File: config.mk
export PLATFORM = sky130hd
export DESIGN_NAME = mqm_controller
export DESIGN_NICKNAME = d
export VERILOG_FILES = /design/src/rtl/mqm_pkg.sv /design/src/rtl/mqm_controller.sv
export VERILOG_INCLUDE_DIRS = /design/src /design/src/rtl
export SDC_FILE = /design/constraint.sdc
export NUM_CORES = 1
export LEC_CHECK = 0
export ABC_AREA = 1
export BUFFER_PORTS_ARGS = -buffer_cell sky130_fd_sc_hd__buf_2
export CAP_MARGIN = 20
export CORE_AREA = 2 2 39 41
export DETAILED_ROUTE_END_ITERATION = 8
export DIE_AREA = 0 0 41 43
export PLACE_DENSITY_LB_ADDON = 0.1
export SLEW_MARGIN = 20
export SYNTH_ARGS = -nofsm -noshare
export SYNTH_HDL_FRONTEND = slang
export SYNTH_SLANG_ARGS = --single-unit
File: constraint.sdc
create_clock -name clock -period 0.8 [get_ports clock]
set_input_delay 0.12 -clock clock [delete_from_list [all_inputs] [get_ports clock]]
set_output_delay 0.12 -clock clock [all_outputs]
set_load 0.05 [all_outputs]
File: src/rtl/multi_queue_message_mailbox_macros.svh
// Assertion macros shared by the mailbox RTL.
// Define NO_ASSERTIONS to compile every check to nothing.
`ifndef MULTI_QUEUE_MESSAGE_MAILBOX_MACROS_SVH
`define MULTI_QUEUE_MESSAGE_MAILBOX_MACROS_SVH

`ifndef NO_ASSERTIONS
`define MQM_ASSERT_IMP(label, clk, rst, ante, cons, msg) \
   label: assert property (@(posedge clk) disable iff (rst) (ante) |-> (cons)) \
      else $error(msg);
`define MQM_ASSERT_NEXT(label, clk, rst, ante, cons, msg) \
   label: assert property (@(posedge clk) disable iff (rst) (ante) |=> (cons)) \
      else $error(msg);
`else
`define MQM_ASSERT_IMP(label, clk, rst, ante, cons, msg)
`define MQM_ASSERT_NEXT(label, clk, rst, ante, cons, msg)
`endif

`endif

File: src/rtl/mqm_pkg.sv
// Types and constants of the multi-queue message mailbox.
// No dependencies.
`timescale 1ns / 1ps

package mqm_pkg;

   localparam int QID_W = 7;
   localparam int NEW_ID_W = 6;
   localparam int MSG_W = 64;

   typedef enum logic [1:0] {
      MODE_CREATE  = 2'd0,
      MODE_DESTROY = 2'd1,
      MODE_SEND    = 2'd2,
      MODE_RECEIVE = 2'd3
   } mode_type;

   typedef enum logic [1:0] {
      STATUS_OK      = 2'd0,
      STATUS_INVALID = 2'd1,
      STATUS_BLOCK   = 2'd2
   } status_type;

   typedef struct packed {
      mode_type           mode;
      logic [QID_W-1:0]   queue_id;
      logic [MSG_W-1:0]   message_word;
   } req_type;

   typedef struct packed {
      status_type          status;
      logic [NEW_ID_W-1:0] new_queue_id;
      logic [MSG_W-1:0]    message_out;
   } rsp_type;

   typedef enum logic [1:0] {
      ST_IDLE,
      ST_READ,
      ST_EXEC,
      ST_POP
   } state_type;

   typedef struct packed {
      logic capture;
      logic exec;
      logic pop;
   } cmd_type;

   typedef struct packed {
      logic pop_needed;
   } sts_type;

endpackage

File: src/rtl/mqm_controller.sv
// Mailbox sequencer: steps each transaction through pointer read,
// execute and optional message pop. Uses mqm_pkg.
`timescale 1ns / 1ps
`include "multi_queue_message_mailbox_macros.svh"

module mqm_controller (
   input  logic             clock,
   input  logic             reset,
   input  logic             start,
   output logic             busy,
   input  mqm_pkg::sts_type sts,
   output mqm_pkg::cmd_type cmd
);

   import mqm_pkg::*;

   state_type state_ff;
   state_type state_in;

   always_ff @(posedge clock) begin
      if (reset) begin
         state_ff <= ST_IDLE;
      end else begin
         state_ff <= state_in;
      end
   end

   always_comb begin
      state_in = state_ff;
      cmd = '0;
      busy = 1'b1;
      unique case (state_ff)
         ST_IDLE: begin
            busy = 1'b0;
            if (start) begin
               cmd.capture = 1'b1;
               state_in = ST_READ;
            end
         end
         ST_READ: begin
            state_in = ST_EXEC;
         end
         ST_EXEC: begin
            cmd.exec = 1'b1;
            state_in = sts.pop_needed ? ST_POP : ST_IDLE;
         end
         ST_POP: begin
            cmd.pop = 1'b1;
            state_in = ST_IDLE;
         end
         default: begin
            state_in = ST_IDLE;
         end
      endcase
   end

   `MQM_ASSERT_IMP(a_pop_after_exec, clock, reset, state_ff == ST_POP,
      $past(state_ff) == ST_EXEC, "pop step without execute step")

endmodule

==> run summary, run 1 <==
The flow ran to the end, but the final reports show violations. The final reports fail on setup timing. In the synthesized netlist the dominant register cell turns out to be dfxtp_1.

Yosys mapped a number of flops with a built-in enable equal to 0. The count of port buffers added during placement works out to 7. Buffers inserted to repair hold after CTS numbered 0. Wires add up to 286 um. The number of filler instances in the final layout was 161; the arrival time at the worst endpoint was 950 ps.

The final routed DRC violation total was 0. TritonCTS created 3 clock buffers. Before CTS, the worst setup slack after placement is -154 ps. For the required time at the endpoint of the critical path, the log shows 680 ps. The register with the most flip-flops in the layout has 2 of them. The die span in y was 43 um; the shortest period the worst path allows was 1070 ps. The startpoint of the worst setup timing path was state_ff[0]. dfxtp_1 takes more of the synthesized area than any other cell. The tool flagged a number of max-cap violations equal to 0.

The critical path goes through nand2_1, clkinvlp_4, buf_4. The clock net in this run drives a total of 2 sinks. Worst IR drop on VDD: 0.000582 V. Most used standard cell by instance count after synthesis: nand2_1. The finished cells cover 290 sq um. The total power density per cell area was 1890 nW/um^2.

The tools report the leakage dissipation as 0.117 nW. Among all stages on the critical path, the largest delay is contributed by dfxtp_4. The run gives 1760 sq um as the die area. By startpoint and endpoint, the worst setup path is classified as flip-flop to output port. Dividing the detail-routed via count by the number of cells gives 3.13. The share of flip-flops with an asynchronous set or reset came out at 0%. STA classifies the critical path endpoint as an output port. The cell area after synthesis was 104 sq um; the CTS clock-pin slew for the worst setup and hold paths was 30 ps. For the number of global-route vias before repair, the log shows 138.

The aggregate negative setup slack is -898 ps, and the highest net fanout along the worst path is 4. The worst pin sits at a relative slew slack of 90.4%. Number of buffers between clock root and the deepest sink: 2. Registers take 45.0 sq um. The final worst-path setup slack was -270 ps.

The tools report the clock network latency to the later pin of the worst-skew pair as 230 ps. The tools report the count of unique library cells instantiated by Yosys as 8. The cell sitting at the root of the clock tree is a clkbuf_4. Count of synthesis-stage warnings from yosys: 0. Global routing finished with a remaining overflow of 0. The total vias in the final route was 141; the portion of the post-synthesis area used by sequential elements was 38.6%.

At the end of the flow the core is filled with cells to 21.0%. The logs give 8 for the I/O pin total and 0.566 for the routability congestion estimate. For the effective utilization at floorplan, the log shows 7.50%. The largest incremental delay on the critical path is 360 ps, and the die width is 41 um. The count of cells in the finished layout, fillers not included, comes to 45.

The period utilization was 134%; the area growth from synthesis to layout was 180%. The final number of max-transition violations is 0, and the number of nets in the layout is 34. The area of the multi-input gates is 77.6 sq um, and the net count after synthesis is 18.

Summed over its instances, the top area cell type makes up 38.6% of the synthesized netlist area. Placement row count: 14. Counting instances in the post-synthesis netlist gives the leading cell types as nand2_1 (3), dfxtp_1 (2), inv_1 (2), inv_2 (2), nand3_2 (2).

The final setup violation count was 5; the mean area per synthesized cell was 7.42 sq um. The logs give 1 for the number of iterations in the first detailed-routing pass and 503 um for the wire length of the first global-routing pass. The post-placement cell count is 40.

The tools report the maximum clock skew at final layout as 6.02 ps. The category of the worst setup path launch point was a flip-flop. Counting flops per register, the top entry is state_ff. Entering global routing, the biggest net connects 5 pins. The run gives 14 as the post-synthesis instance total. H-tree depth: 1. The detail route stage leaves a number of antenna-violating nets equal to 0. For the pin with the worst max-slew slack, the measured transition is 146 ps. Startpoint of the worst-slack reg-to-reg timing path: state_ff[0]. Setup repair after global routing could not meet its margin everywhere.

The number of antenna diodes in the final layout is 0. Summing all placed instances gives a cell area of 214 sq um. TritonCTS built the clock tree. The type of the tightest min-delay check was input port to flip-flop. The run gives 0.550 mW as the total power. The number of failing hold endpoints at the final stage was 0; the HPWL after detailed placement was 243 um.

In this run, the number of DRC markers left after iteration 0 of detailed routing was 0. The share of layout cells above drive strength 1 was 89.7%. For the number of antenna violations at the first check in global routing, the log shows 0. The worst hold slack across all endpoints was 68.5 ps. In this run, synthesis produced a sequential element count of 2.

Yosys attributes the largest share of cell area to dfxtp_1 (39%), nand3_2 (19%), nand2_1 (11%), a21oi_2 (8.4%), inv_1 (7.2%). Global routing consumed, over all layers together, 4.81% of the routing resources. The total area inside the core boundary comes to 1380 sq um. The largest registers in the layout are state_ff (2). Static timing analysis puts the maximum clock frequency at 0.935 GHz. After detailed routing, the average wire length per cell comes to 6.36 um. The worst hold path begins at reset.
## worst max-delay path: cells and delay by family (launching register included)
kind	cells	cell delay (ps)
buffers and inverters	2	260
DFF	1	360
and+or+nand+nor	1	110
## layer usage
layer | vias up | track usage [%] | wire length [um]
li1 | 75 | - | -
met2 | 7 | 5.63 | 145
met1 | 59 | 4.79 | 111
met5 | - | 0 | 0
met4 | 0 | 4.00 | 0
met3 | 0 | 4.71 | 29
## path summary, 6_finish.rpt
check | cells after the start | to | slack (ps)
max | 3 | cmd[0] | -270
min | 2 | state_ff[0] | 70
max reg2reg | 4 | state_ff[0] | 0
min reg2reg | 3 | state_ff[1] | 560
## logic make-up after synthesis
kind of cell	after synthesis	synth area share, %
DFF	2	38.6
and+or+nand+nor	6	33.7
buffers and inverters	4	14.5
AOI/OAI and AO/OA	2	13.2
## final cells by class
cell class	count	area share, %
Multi-Input combinational cell	8	26.7
Timing Repair Buffer	11	32.3
Sequential cell	2	15.5
Inverter	4	9.48
Tap cell	16	6.90
Clock buffer	4	9.05
## power by group
part	total, mW	internal [mW]	switching (mW)
Combinational	0.183	0.0799	0.103
Sequential	0.120	0.108	0.0120
Clock	0.246	0.185	0.0609
Total	0.550	0.374	0.176
## timing repair
action / in CTS / in global routing
hold endpoints to repair: 0 / 0
pin swaps: 0 / 2
gates resized for setup: 11 / 1
endpoints found under the setup margin: 6 / 6
setup buffers: 0 / 1
## cell usage in the layout (no fill, tap or decap), drive strengths merged
master,netlist,final
inv,4,2
clkbuf,0,4
nor2,1,1
nand3,2,2
dfxtp,2,2
nand2,3,3
clkinvlp,0,2
a21oi,2,2
buf,0,11
Note: power is estimated with default switching activity, not from simulation.
==> inputs of run 2 (changes only) <==
Settings changed: CELL_PAD_IN_SITES_DETAIL_PLACEMENT from default to 1, CELL_PAD_IN_SITES_GLOBAL_PLACEMENT from default to 1.
==> run 2 against run 1 <==
The run still ends with setup timing left. Count of clock-buffer cells in the layout did not move. Routed wire length rose by 7.3%. Setup slack got worse by 4.6 ps. Cell count fell by 2.2%. Clock power barely moved. Critical path depth rose by 1. Via count fell by 5.7%. Utilization did not move. Die area did not move. Fmax fell by 0.43%. Global-route usage fell by 0.31 points. Register-to-register slack got worse by 30 ps. Largest power group unchanged.
==> run summary, run 2 (same netlist as run 1, synthesis figures left out) <==
The tools report the number of iterations in the first detailed-routing pass as 2 (+1). The library cells used most frequently in the layout, excluding fill and tap cells, are clkbuf_4 (3), buf_2 (3), buf_8 (3), buf_4 (3). The tools report the number of sinks driven by the clock tree as 2 (unchanged).

The flow ran to the end, but the final reports show violations. The share of total power consumed by net switching is 32.3% (+0.34 points). The tools report the worst IR drop on VDD as 0.000672 V (+16%). The tools report the startpoint of the worst-slack reg-to-reg timing path as state_ff[1]. The count of port buffers added during placement came out at 7 (unchanged).

For the internal reg-to-reg setup slack, the log shows -30 ps (-30 ps). The CTS clock-pin slew for the worst setup and hold paths is 30 ps (about the same). The run gives 0.374 mW (+0.10%) as the internal power of the cells. The required time at the endpoint of the critical path was 680 ps (about the same). The number of antenna violations at the first check in global routing came out at 0 (unchanged).

The final reports fail on setup timing. The logs give 0 (unchanged) for the final routed DRC violation total and 92.9% (+2.5 points) for the max-slew headroom at the worst pin. Die span in y: 43 um (unchanged).

The achievable frequency is 0.931 GHz (-0.43%), and the worst hold slack across all endpoints is 73.0 ps (+4.48 ps). The total wire length came out at 307 um (+7.3%). For the max-cap violation count, the log shows 0 (unchanged). For the total area of sequential cells, the log shows 47.5 sq um (+5.6%).

The placement-stage worst setup slack was -155 ps (-1.87 ps). Setup repair after global routing could not meet its margin everywhere. For this design, the slowest cell found on the critical path is dfxtp_4. The worst hold path terminates at state_ff[0]. Total vias in the final route: 133 (-5.7%). The share of power burned in combinational logic was 33.4% (about the same); the number of filler instances in the final layout was 172 (+6.8%).

The shortest period the worst path allows works out to 1070 ps (+4.61 ps). The global router's overall resource usage was 4.50% (-0.31 points); the total power density per cell area was 1900 nW/um^2 (+0.60%). The run gives 258 um (+6.2%) as the HPWL after detailed placement.

The period utilization came out at 134% (+0.58 points). The worst path buffer plus inverter count is 3 (+1), and the starting DRC count in detailed routing is 3 (+3). The type of the tightest min-delay check was input port to flip-flop. The count of cells along the worst register-to-register path was 4 (unchanged). The largest registers in the layout are state_ff (2). I/O pin total: 8 (unchanged). The worst setup path is of the flip-flop to output port kind. The transition time at the pin with the least slew margin came out at 107 ps (-38.1 ps).

The die width is 41 um (unchanged), and the die area is 1760 sq um (unchanged). The run gives 0 (unchanged) as the number of failing hold endpoints at the final stage. H-tree depth: 1 (unchanged).

The placement row count was 14 (unchanged); the flip-flop count of the largest register after layout was 2 (unchanged). The number of global-route vias before repair came out at 139 (+0.72%). Counting flops per register, the top entry is state_ff. The area growth from synthesis to layout is 180% (unchanged). The arrival time at the worst endpoint was 950 ps (about the same); the leakage dissipation was 0.114 nW (-2.8%). For the net switching power, the log shows 0.179 mW (+1.7%). The highest net fanout along the worst path came out at 4 (unchanged). The share of layout cells above drive strength 1 came out at 92.9% (+3.2 points).

Clock tree synthesis selected as its root buffer the cell clkbuf_4. The tools report the CTS buffer count as 3 (unchanged). Average wire per standard cell: 6.98 um (+9.8%).

The worst setup path is captured at an output port. The number of nets in the layout was 33 (-2.9%). The run gives 0 (unchanged) as the number of antenna diodes. Area of the multi-input gates: 72.6 sq um (-6.5%). The run gives 7.50% (unchanged) as the effective utilization at floorplan.

The tools report the start point of the worst min-delay path as reset. The logs give 45.0% (+0.2 points) for the portion of total power attributed to the clock network and 5 (unchanged) for the final setup violation count. For the number of standard cells in the final layout excluding fillers, the log shows 44 (-2.2%).

The wire length of the first global-routing pass came out at 517 um (+2.8%). The final worst-path setup slack is -275 ps (-4.61 ps), and the sequential cell fraction of total power is 21.6% (-0.3 points). The tools report the number of buffers between clock root and the deepest sink as 2 (unchanged). Post-placement cell count: 39 (-2.5%). The total power was 0.553 mW (+0.60%). The final number of max-transition violations is 0 (unchanged).

TritonCTS built the clock tree. The endpoint identified for the worst register-to-register timing path is state_ff[0]. For the maximum number of pins on one net before global-route repair, the log shows 5 (unchanged).

The post-detailed-route via-to-cell ratio works out to 3.02 (-3.5%). The family of cells with the greatest summed delay on the critical path is flip-flops. Traced cell by cell, the critical path runs through inv_6, nand3_4, clkinvlp_4, buf_8.

Clock network latency to the later pin of the worst-skew pair: 230 ps (about the same). The area of the placeable core is 1380 sq um (unchanged), and the largest incremental delay on the critical path is 370 ps (about the same). The tools report the routability congestion estimate as 0.611 (+7.8%). The cell count of the worst hold path was 2 (unchanged); the maximum clock skew at final layout was 3.81 ps (-2.21 ps). For the number of routed nets with antenna violations, the log shows 0 (unchanged).

The tools report the category of the worst setup path launch point as a flip-flop. For the aggregate global routing overflow, the log shows 0 (unchanged).
[run 2: what timing repair did]
action | 4_1_cts | 5_1_grt
setup buffers | 0 | 1
setup endpoints to repair | 6 | 6
pin swaps | 1 | 3
hold buffers | 0 | 0
gates resized for setup | 14 | 2
[run 2: routing by layer]
metal  vias to the layer above  track usage (%)  wire length [um]
met5                         -                0                 0
met4                         0             4.00                 0
met3                         0             1.57                15
met2                         4             6.56               172
met1                        59             4.78               118
li1                         70                -                 -
[run 2: through the flow]
step	utilization [%]	instance area [sq um]	setup TNS, ps
final	21.0	290	-951
after global routing	21.0	290	-1190
after CTS	19.9	275	-984
after detailed placement	14.9	206	-393
after global placement	14.9	206	-403
after floorplan	-	136	-54.9
[run 2: power by group through the flow]
stage          Combinational (mW)  Sequential (mW)  Clock, mW
3_3_place_gp                0.139            0.122          0
4_1_cts                     0.174            0.122      0.264
3_5_place_dp                0.139            0.121          0
5_1_grt                     0.194            0.121      0.281
6_report                    0.185            0.120      0.249
2_1_floorplan              0.0984            0.120          0
[run 2: final cells by class]
type	count	share of cell area (%)
clock buffers	4	9.05
inverters	4	10.3
multi-input cells	8	25.0
flip-flops and latches	2	16.4
well taps	16	6.90
repair buffers	10	32.3
[run 2: worst max-delay path by stage]
stage,start,end,cells after the start
after floorplan,state_ff[0],cmd[2],3
after global placement,state_ff[1],cmd[2],4
after detailed placement,state_ff[1],cmd[2],4
after CTS,state_ff[0],cmd[2],4
after global routing,state_ff[1],cmd[2],4
final,state_ff[1],cmd[2],4
